File: src/design/tksd_pkg.sv
// ----------------------------------------------------------------------------
// tksd_pkg: shared types and constants
// Field widths, the pattern word layout and its unpacking for the timed key
// sequence detector.
// ----------------------------------------------------------------------------
package tksd_pkg;

  localparam int KEY_W      = 8;
  localparam int TIME_W     = 32;
  localparam int PIDX_W     = 3;
  localparam int PAT_KEYS   = 6;
  localparam int LEN_W      = 3;
  localparam int WIN_W      = 13;
  localparam int CFG_DATA_W = 64;
  localparam int CFG_IDX_W  = 3;

  localparam int LEN_LSB = PAT_KEYS * KEY_W;
  localparam int WIN_LSB = LEN_LSB + LEN_W;

  typedef logic [KEY_W-1:0]  key_t;
  typedef logic [TIME_W-1:0] tstamp_t;
  typedef logic [WIN_W-1:0]  win_t;

  typedef struct packed {
    win_t                      win;
    logic [LEN_W-1:0]          len;
    key_t [PAT_KEYS-1:0]       keys;
  } pattern_t;

  function automatic pattern_t unpack_pattern(input logic [CFG_DATA_W-1:0] w);
    pattern_t p;
    p.keys = w[LEN_LSB-1:0];
    p.len  = w[WIN_LSB-1:LEN_LSB];
    p.win  = w[CFG_DATA_W-1:WIN_LSB];
    return p;
  endfunction

endpackage

File: src/design/tksd_in_if.sv
// ----------------------------------------------------------------------------
// tksd_in_if: key press channel
// Valid/ready channel carrying one key press word: key code and timestamp.
// ----------------------------------------------------------------------------
interface tksd_in_if;
  import tksd_pkg::*;

  logic    valid;
  logic    ready;
  key_t    key_code;
  tstamp_t time_ms;

  modport source (output valid, output key_code, output time_ms, input ready);
  modport sink   (input valid, input key_code, input time_ms, output ready);
endinterface

File: src/design/tksd_out_if.sv
// ----------------------------------------------------------------------------
// tksd_out_if: match result channel
// Valid/ready channel carrying one result word per key press.
// ----------------------------------------------------------------------------
interface tksd_out_if;
  import tksd_pkg::*;

  logic              valid;
  logic              ready;
  logic              matched;
  logic [PIDX_W-1:0] pattern_index;

  modport source (output valid, output matched, output pattern_index, input ready);
  modport sink   (input valid, input matched, input pattern_index, output ready);
endinterface

File: src/design/tksd_match.sv
// ----------------------------------------------------------------------------
// tksd_match: single pattern comparator
// Compares one pattern against the compacted history, newest entry first,
// checking keys and ages over the pattern length.
// ----------------------------------------------------------------------------
module tksd_match #(
  parameter int HISTORY_DEPTH = 6,
  localparam int CNT_W = $clog2(HISTORY_DEPTH + 1)
) (
  input  tksd_pkg::pattern_t                        pat,
  input  tksd_pkg::key_t [HISTORY_DEPTH-1:0]        keys,
  input  tksd_pkg::win_t [HISTORY_DEPTH-1:0]        ages,
  input  logic [CNT_W-1:0]                          count,
  output logic                                      hit
);
  import tksd_pkg::*;

  // Entry k from the newest must equal pattern key len-1-k. Kept entries
  // never age past the cap, so the raw window compares as the capped one.
  always_comb begin
    int               kk;
    logic [LEN_W-1:0] sel;
    hit = (pat.len != '0) && (int'(pat.len) <= PAT_KEYS) &&
          (int'(pat.len) <= int'(count));
    for (int k = 0; k < PAT_KEYS; k++) begin
      kk  = (k < HISTORY_DEPTH) ? k : 0;
      sel = pat.len - LEN_W'(k) - LEN_W'(1);
      if (hit && (k < int'(pat.len))) begin
        if (k >= HISTORY_DEPTH) begin
          hit = 1'b0;
        end else if (keys[kk] != pat.keys[sel] || ages[kk] > pat.win) begin
          hit = 1'b0;
        end
      end
    end
  end

endmodule

File: src/design/timed_key_sequence_detector.sv
// ----------------------------------------------------------------------------
// timed_key_sequence_detector: timed multi-pattern key sequence detector
// Takes one key press word (key code and millisecond timestamp) per cycle
// unless the output stalls, keeps the newest HISTORY_DEPTH presses no older
// than MAX_WINDOW_MS, and returns one result word per press: matched and the
// index of the lowest pattern whose keys end the history within its window.
// A match clears the history. Words pass an input register, then the history
// update and result register, in one pass of compaction and NUM_PATTERNS
// parallel comparators. The user must write pattern registers via the cfg
// port only while no word is in flight; the block does not enforce it.
// ----------------------------------------------------------------------------
module timed_key_sequence_detector #(
  parameter int HISTORY_DEPTH = 6,
  parameter int NUM_PATTERNS  = 6,
  parameter int MAX_WINDOW_MS = 5000
) (
  input  logic                                 clk,
  input  logic                                 rst_n,
  tksd_in_if.sink                              in_ch,
  tksd_out_if.source                           out_ch,
  input  logic                                 cfg_wr_en,
  input  logic [tksd_pkg::CFG_IDX_W-1:0]       cfg_index,
  input  logic [tksd_pkg::CFG_DATA_W-1:0]      cfg_data
);
  import tksd_pkg::*;

  localparam int CNT_W = $clog2(HISTORY_DEPTH + 1);

  logic [CFG_DATA_W-1:0]      pat_word_r [NUM_PATTERNS];

  logic                       s1_valid_r;
  key_t                       s1_key_r;
  tstamp_t                    s1_time_r;

  key_t    [HISTORY_DEPTH-1:0] hist_key_r;
  tstamp_t [HISTORY_DEPTH-1:0] hist_time_r;
  logic [CNT_W-1:0]            hist_cnt_r;

  logic                       out_valid_r;
  logic                       out_matched_r;
  logic [PIDX_W-1:0]          out_index_r;

  logic                       fire;

  key_t    [HISTORY_DEPTH-1:0] e_key;
  tstamp_t [HISTORY_DEPTH-1:0] e_time;
  logic    [HISTORY_DEPTH-1:0] keep;
  win_t    [HISTORY_DEPTH-1:0] e_age;
  logic [CNT_W-1:0]            pre [HISTORY_DEPTH];

  key_t    [HISTORY_DEPTH-1:0] c_key;
  tstamp_t [HISTORY_DEPTH-1:0] c_time;
  win_t    [HISTORY_DEPTH-1:0] c_age;
  logic [CNT_W-1:0]            kept_cnt;

  logic [NUM_PATTERNS-1:0]    hit_vec;
  logic                       hit;
  logic [PIDX_W-1:0]          which;

  // Handshake
  assign fire         = s1_valid_r && (!out_valid_r || out_ch.ready);
  assign in_ch.ready  = !s1_valid_r || fire;
  assign out_ch.valid         = out_valid_r;
  assign out_ch.matched       = out_matched_r;
  assign out_ch.pattern_index = out_index_r;

  // Append the new press at the newest end; the oldest word falls off.
  always_comb begin
    tstamp_t age;
    for (int k = 0; k < HISTORY_DEPTH; k++) begin
      if (k == 0) begin
        e_key[k]  = s1_key_r;
        e_time[k] = s1_time_r;
      end else begin
        e_key[k]  = hist_key_r[k-1];
        e_time[k] = hist_time_r[k-1];
      end
      age      = s1_time_r - e_time[k];
      keep[k]  = ((k == 0) || (k - 1 < int'(hist_cnt_r))) &&
                 (age <= TIME_W'(MAX_WINDOW_MS));
      e_age[k] = age[WIN_W-1:0];
    end
  end

  // Compact the kept words, preserving order, newest first.
  always_comb begin
    logic [HISTORY_DEPTH-1:0] lowmask;
    for (int k = 0; k < HISTORY_DEPTH; k++) begin
      lowmask = HISTORY_DEPTH'((1 << k) - 1);
      pre[k]  = CNT_W'($countones(keep & lowmask));
    end
    kept_cnt = CNT_W'($countones(keep));
    for (int s = 0; s < HISTORY_DEPTH; s++) begin
      c_key[s]  = '0;
      c_time[s] = '0;
      c_age[s]  = '0;
      for (int k = 0; k < HISTORY_DEPTH; k++) begin
        if (keep[k] && pre[k] == CNT_W'(s)) begin
          c_key[s]  = e_key[k];
          c_time[s] = e_time[k];
          c_age[s]  = e_age[k];
        end
      end
    end
  end

  for (genvar p = 0; p < NUM_PATTERNS; p++) begin : g_match
    tksd_match #(
      .HISTORY_DEPTH (HISTORY_DEPTH)
    ) u_match (
      .pat   (unpack_pattern(pat_word_r[p])),
      .keys  (c_key),
      .ages  (c_age),
      .count (kept_cnt),
      .hit   (hit_vec[p])
    );
  end

  // Lowest index wins
  always_comb begin
    hit   = |hit_vec;
    which = '0;
    for (int p = NUM_PATTERNS - 1; p >= 0; p--) begin
      if (hit_vec[p]) begin
        which = PIDX_W'(p);
      end
    end
  end

  always_ff @(posedge clk) begin
    if (!rst_n) begin
      s1_valid_r  <= 1'b0;
      out_valid_r <= 1'b0;
      hist_cnt_r  <= '0;
      for (int p = 0; p < NUM_PATTERNS; p++) begin
        pat_word_r[p] <= '0;
      end
    end else begin
      if (in_ch.ready) begin
        s1_valid_r <= in_ch.valid;
      end
      if (fire) begin
        out_valid_r <= 1'b1;
        hist_cnt_r  <= hit ? '0 : kept_cnt;
      end else if (out_ch.ready) begin
        out_valid_r <= 1'b0;
      end
      // Writes to indexes past the last pattern drop silently.
      for (int p = 0; p < NUM_PATTERNS; p++) begin
        if (cfg_wr_en && cfg_index == CFG_IDX_W'(p)) begin
          pat_word_r[p] <= cfg_data;
        end
      end
    end
  end

  always_ff @(posedge clk) begin
    if (in_ch.valid && in_ch.ready) begin
      s1_key_r  <= in_ch.key_code;
      s1_time_r <= in_ch.time_ms;
    end
    if (fire) begin
      hist_key_r    <= c_key;
      hist_time_r   <= c_time;
      out_matched_r <= hit;
      out_index_r   <= which;
    end
  end

`ifndef SYNTHESIS
  a_hit_clears: assert property (@(posedge clk) disable iff (!rst_n)
    fire && hit |=> hist_cnt_r == '0)
    else $error("history not cleared after a match");

  a_fire_loads_out: assert property (@(posedge clk) disable iff (!rst_n)
    fire |=> out_valid_r)
    else $error("processed word produced no result");

  a_idx_zero: assert property (@(posedge clk) disable iff (!rst_n)
    out_valid_r && !out_matched_r |-> out_index_r == '0)
    else $error("nonzero index without a match");

  a_cnt_bound: assert property (@(posedge clk) disable iff (!rst_n)
    hist_cnt_r <= CNT_W'(HISTORY_DEPTH))
    else $error("history count beyond depth");
`endif

endmodule
File: src/flat_wrapper.sv
// flat-port wrapper written by rule: the top's interface ports become plain ports
module timed_key_sequence_detector_flat import tksd_pkg::*;
#(
  parameter int HISTORY_DEPTH = 6,
  parameter int NUM_PATTERNS  = 6,
  parameter int MAX_WINDOW_MS = 5000
)
  (clk, rst_n, cfg_wr_en, cfg_index, cfg_data, in_ch_valid, in_ch_key_code, in_ch_time_ms, in_ch_ready, out_ch_valid, out_ch_matched, out_ch_pattern_index, out_ch_ready);
  tksd_in_if in_ch_i ();
  tksd_out_if out_ch_i ();
  input  logic clk;
  input  logic rst_n;
  input  logic cfg_wr_en;
  input  logic [tksd_pkg::CFG_IDX_W-1:0] cfg_index;
  input  logic [tksd_pkg::CFG_DATA_W-1:0] cfg_data;
  input wire logic [$bits(in_ch_i.valid)-1:0] in_ch_valid;
  input wire logic [$bits(in_ch_i.key_code)-1:0] in_ch_key_code;
  input wire logic [$bits(in_ch_i.time_ms)-1:0] in_ch_time_ms;
  output wire logic [$bits(in_ch_i.ready)-1:0] in_ch_ready;
  output wire logic [$bits(out_ch_i.valid)-1:0] out_ch_valid;
  output wire logic [$bits(out_ch_i.matched)-1:0] out_ch_matched;
  output wire logic [$bits(out_ch_i.pattern_index)-1:0] out_ch_pattern_index;
  input wire logic [$bits(out_ch_i.ready)-1:0] out_ch_ready;
  assign in_ch_i.valid = in_ch_valid;
  assign in_ch_i.key_code = in_ch_key_code;
  assign in_ch_i.time_ms = in_ch_time_ms;
  assign in_ch_ready = in_ch_i.ready;
  assign out_ch_valid = out_ch_i.valid;
  assign out_ch_matched = out_ch_i.matched;
  assign out_ch_pattern_index = out_ch_i.pattern_index;
  assign out_ch_i.ready = out_ch_ready;
  timed_key_sequence_detector #(.HISTORY_DEPTH(HISTORY_DEPTH), .NUM_PATTERNS(NUM_PATTERNS), .MAX_WINDOW_MS(MAX_WINDOW_MS)) u_core (.clk(clk), .rst_n(rst_n), .in_ch(in_ch_i), .out_ch(out_ch_i), .cfg_wr_en(cfg_wr_en), .cfg_index(cfg_index), .cfg_data(cfg_data));
endmodule
File: config.mk
export PLATFORM = sky130hd
export DESIGN_NAME = timed_key_sequence_detector_flat
export DESIGN_NICKNAME = d
export VERILOG_FILES = /design/src/design/tksd_pkg.sv /design/src/design/tksd_in_if.sv /design/src/design/tksd_out_if.sv /design/src/design/tksd_match.sv /design/src/design/timed_key_sequence_detector.sv /design/src/flat_wrapper.sv
export SDC_FILE = /design/constraint.sdc
export NUM_CORES = 2
export LEC_CHECK = 0
export ABC_AREA = 1
export BUFFER_PORTS_ARGS = -buffer_cell sky130_fd_sc_hd__buf_2
export CORE_ASPECT_RATIO = 2
export CORE_MARGIN = 4
export CORE_UTILIZATION = 50
export DETAILED_ROUTE_END_ITERATION = 8
export PLACE_DENSITY = 0.77
export SLEW_MARGIN = 30
export SYNTH_ARGS = -nofsm -noshare
export SYNTH_HDL_FRONTEND = slang
export SYNTH_SLANG_ARGS = --single-unit
File: constraint.sdc
create_clock -name clk -period 16.5 [get_ports clk]
set_input_delay 1.65 -clock clk [delete_from_list [all_inputs] [get_ports clk]]
set_output_delay 1.65 -clock clk [all_outputs]
set_load 0.05 [all_outputs]
==> impl_results.md, run 1 <==
* Status: stopped before the end
* CTS Sinks at 633
* First-pass GRT wire length at 780000 microns
* Most frequent cell after synthesis: nand2_1
* Mapped Cells at 10000
* Final GP Congestion at 1.23
* PortBufs at 117
* Dominant cells by area after synthesis: edfxtp_1, nand2_1, ha_1, inv_1, nor2_1
* EDFF count, synth at 628
* GRT Residual Overflow at 2041
* Leading area contributor after synthesis: edfxtp_1
* Largest net degree at the start of global routing at 94
* Last stage: global routing (5_1_grt)
* Buffer count from post-CTS setup fixing at 0
* Dpl hpwl at 331000 microns
* Initial core utilization at 50.4%
* Syn_nets at 10800
* Root buf cell: clkbuf_16
* Async S/R FF share, synth at 0%
* Die height at 528 microns
* Syn Area/Cell at 6.74 sq um
* Maximum root-to-sink buffer count at 3
* Ys flop type: edfxtp_1
* Post-CTS Hold Fix Bufs at 0
* YS warnings at 0
* Num ports at 118
* Sequential element share of the synthesized area at 28.1%
* Register bit total from synthesis at 633
* Vias in the first global route at 88900
* Yosys cell types at 74
* Error msg: [ERROR GRT-0116] Global routing finished with congestion. Check the congestion regions in the DRC Viewer.
* GRT Total Usage at 73.7%
* Width of the chip at 268 microns
* Resize count post-CTS at 0
* CTS H-tree lvls at 2
* CTS buffer count at 58
* FP Rows at 190
* Post-synth top cells: nand2_1, inv_1, nor2_1, o21ai_0, ha_1
* Synth top area share at 27.9%
* Synthesized cell area at 67500 sq um
-- metal layers --
layer | global-route usage (%) | GRT overflow
met3 | 53.6 | 89
met1 | 69.2 | 47
met4 | 81.6 | 697
met2 | 94.8 | 1179
met5 | 21.9 | 29
-- cell families after synthesis --
| group | count (synthesis) | share of synthesized area (%) |
|---|---|---|
| AOI/OAI and AO/OA | 1792 | 15.2 |
| xor gates and xnor gates | 120 | 1.61 |
| adders and majority gates | 699 | 13.0 |
| buffers and inverters | 1685 | 9.46 |
| DFF | 633 | 28.1 |
| muxes | 100 | 1.48 |
| and+or+nand+nor | 4984 | 31.1 |
-- per-stage QoR --
step | setup WS (ns) | hold WS [ns] | instances | util, % | cell area (sq um)
3_3_place_gp | 3.57 | 0.497 | 11700 | 52.5 | 70400
4_1_cts | 3.72 | 0.542 | 11800 | 54.0 | 72500
2_1_floorplan | 8.51 | 0.445 | 10000 | - | 67500
3_5_place_dp | 3.73 | 0.498 | 11700 | 52.6 | 70500
==> inputs of run 2 (changes only) <==
--- a/config.mk
+++ b/config.mk
@@ -7,11 +7,10 @@
 export LEC_CHECK = 0
 export ABC_AREA = 1
 export BUFFER_PORTS_ARGS = -buffer_cell sky130_fd_sc_hd__buf_2
-export CORE_ASPECT_RATIO = 2
 export CORE_MARGIN = 4
-export CORE_UTILIZATION = 50
+export CORE_UTILIZATION = 35
 export DETAILED_ROUTE_END_ITERATION = 8
-export PLACE_DENSITY = 0.77
+export PLACE_DENSITY_LB_ADDON = 0.15
 export SLEW_MARGIN = 30
 export SYNTH_ARGS = -nofsm -noshare
 export SYNTH_HDL_FRONTEND = slang
==> impl_results.md, run 2 <==
* Leading area contributor after synthesis: edfxtp_1
* Largest net degree at the start of global routing at 85
* Setup TNS at 0 ns
* CP Launch Type: flip-flop
* Ys flop type: edfxtp_1
* Most frequent cell after synthesis: nand2_1
* First-pass GRT wire length at 526000 microns
* Met3 global-route usage at 5.59%
* CTS tree: done
* EDFF count, synth at 628 (unchanged)
* Layout Skew at 0.0678 ns
* Buffer count from post-CTS setup fixing at 0 (unchanged)
* Final Routed Wirelength at 388000 microns
* Fillers at 20500
* Maximum root-to-sink buffer count at 3 (unchanged)
* Synth top area share at 27.9% (unchanged)
* Dominant cells by area after synthesis: edfxtp_1, nand2_1, ha_1, inv_1, nor2_1
* DRC viols at 0
* Routed Antenna Nets at 0
* Commonest cells after routing, fill and taps aside: nand2_1, inv_1, nor2_1
* Max reg flops at 384
* Worst reg2reg endpoint: u_core.out_ch.matched
* R2r worst-path depth at 44
* Largest fanout on the critical path at 26
* Fin nets at 10900
* Slew @ Worst Pin at 1.15 ns
* Period utilization at 65.6%
* PortBufs at 117 (unchanged)
* Fin. max-slew vios at 0
* Worst skew pair latency at 0.77 ns
* Flop pwr share at 34.2%
* Width of the chip at 447 microns (+67%)
* Min-Delay Path Depth at 2
* Psw at 2320 uW
* Initial core utilization at 35.3% (-15 points)
* Number of max-cap violations at 0
* Final hold violations at 0
* YS warnings at 0 (unchanged)
* FP Rows at 160 (-16%)
* Vias in the first global route at 67200
* Via count at 73100
* RSZ-0062 raised after global routing: false
* Relative slew slack at 22.6%
* Routed len/inst at 30.7 microns
* Met2 Use GR at 59.8%
* Hold Crit Start: u_core.hist_cnt_r[0]
* Pwr Density at 76.8 nW/um^2
* Register bit total from synthesis at 633 (unchanged)
* Dpl hpwl at 302000 microns (-8.9%)
* CP arrival at 11.30 ns
* Yosys cell types at 74 (unchanged)
* Most flop-heavy register: u_core.pat_word_r
* Gate power share at 33.2%
* Hold Path End: u_core.hist_cnt_r[0]
* Area Overhead vs Synth at 9.75%
* Met1 Track Usage GR at 46.2%
* Post-CTS Hold Fix Bufs at 0 (unchanged)
* Core outline area at 191000 sq um
* Resize count post-CTS at 0 (unchanged)
* Mapped Cells at 10000 (unchanged)
* Final Critical Period at 10.83 ns
* GRT Residual Overflow at 0
* Fmax at 92.3 MHz
* Async S/R FF share, synth at 0% (unchanged)
* CP Capture Type: flip-flop
* Worst path slowest cell: o21ai_0
* Lkg Pwr at 0.0363 uW
* Core Util, Final at 38.8%
* Crit path top cell by count: nand2_1
* Syn_nets at 10800 (unchanged)
* Final GP Congestion at 1.08 (-12%)
* CTS H-tree lvls at 3 (+1)
* Initial DRC count at 8770
* CTS buffer count at 81 (+40%)
* Die area at 200000 sq um
* Status: completed
* Post-synth top cells: nand2_1, inv_1, nor2_1, o21ai_0, ha_1
* GRT Total Usage at 37.5%
* Most common cell after layout, fill and taps aside: nand2_1
* Post-route worst setup slack at 5.67 ns
* Drt pass-1 iters at 8
* Switch share at 40.8%
* Vias per cell at 5.78
* Synthesized cell area at 67500 sq um (unchanged)
* Root buf cell: clkbuf_16
* Family with the most delay on the worst path: simple AND/OR/NAND/NOR gates
* Worst Path Buf+Inv at 5
* Tightest Hold Check Type: flip-flop to flip-flop
* Place WS at 5.59 ns (+1.86 ns)
* Global routing's busiest layer: met2
* Max rail drop VDD at 0.129 mV
* Setup violators final at 0
* Sequential element share of the synthesized area at 28.1% (unchanged)
* Initial antenna violation count at 15
* Crit-path max cell delay at 0.92 ns
* Worst-path clk slew at 0.05 ns
* Worst EP required at 16.97 ns
* Internal reg-to-reg setup slack at 5.67 ns
* Clock Power Share at 32.6%
* Syn Area/Cell at 6.74 sq um (unchanged)
* Share of layout cells above drive strength 1 at 6.14%
* Die height at 447 microns (-15%)
* Num ports at 118 (unchanged)
* CTS Sinks at 633 (unchanged)
* Worst R2R Start: u_core.s1_time_r[1]
* WS Path Type: flip-flop to flip-flop
* Int Pwr at 3370 uW
-- run 2: cell counts after synthesis --
Identical to the previous run, type by type.
-- run 2: final cells by class --
cell class,instances,area (sq um),area share (%)
sequential,633,19000,25.6
clock buffer,94,2100,2.83
inverter,1392,5230,7.06
clock inverter,53,554,0.748
multi-input combinational,7695,42400,57.2
timing repair buffer,265,1700,2.29
antenna,8,20.0,0.0270
tap,2511,3140,4.24
-- run 2: routing by layer --
layer | vias up | part of all wire, %
met4 | 6 | 8.9
met5 | - | 0.0093
met3 | 921 | 7.8
met2 | 3826 | 44
met1 | 34800 | 39
li1 | 33600 | -
-- run 2: worst max-delay path by stage --
stage | startpoint | endpoint | slack, ns | cells past startpoint
2_1_floorplan | u_core.s1_time_r[1] | u_core.out_ch.pattern_index[0] | 8.51 | 51
3_3_place_gp | u_core.s1_time_r[1] | u_core.out_ch.matched | 5.66 | 44
3_5_place_dp | u_core.s1_time_r[1] | u_core.out_ch.matched | 5.59 | 44
4_1_cts | u_core.s1_time_r[1] | u_core.out_ch.matched | 5.60 | 44
5_1_grt | u_core.s1_time_r[1] | u_core.hist_cnt_r[2] | 5.22 | 48
6_report | u_core.s1_time_r[1] | u_core.out_ch.matched | 5.67 | 44
-- run 2: logic make-up after synthesis --
logic type	count (synthesis)	synth area share, %
AO/OA/AOI/OAI	1792	15.2
XOR/XNOR	120	1.61
adder cells (fa/ha/maj)	699	13.0
buffers and inverters	1685	9.46
flip-flops	633	28.1
multiplexers	100	1.48
AND/OR/NAND/NOR	4984	31.1
-- run 2: worst reg2reg max path, delay by kind of cell, from the launching register on --
family	cells	cell delay, ns
AOI/OAI and AO/OA	7	2.18
xor gates and xnor gates	1	0.45
adders and majority gates	5	1.84
buffers and inverters	5	1.23
DFF	1	0.73
and+or+nand+nor	26	4.19
-- run 2: power by group through the flow --
stage	Sequential (uW)	Combinational (uW)	Clock, uW
2_1_floorplan	1940	1100	0
3_3_place_gp	1970	1830	0
3_5_place_dp	1980	1830	0
4_1_cts	1940	1830	1880
5_1_grt	1950	2020	1930
6_report	1950	1890	1860
-- run 2: through the flow --
step | instances | hold slack (ns) | instance area (sq um) | power, uW
after global placement | 12500 | 0.471 | 71300 | 3800
final | 12700 | 0.482 | 74100 | 5690
after CTS | 12600 | 0.486 | 74000 | 5660
after floorplan | 10000 | 0.445 | 67500 | 3040
after global routing | 12600 | 0.498 | 74100 | 5900
after detailed placement | 12500 | 0.478 | 71400 | 3800
(Power assumes the default switching activity.)
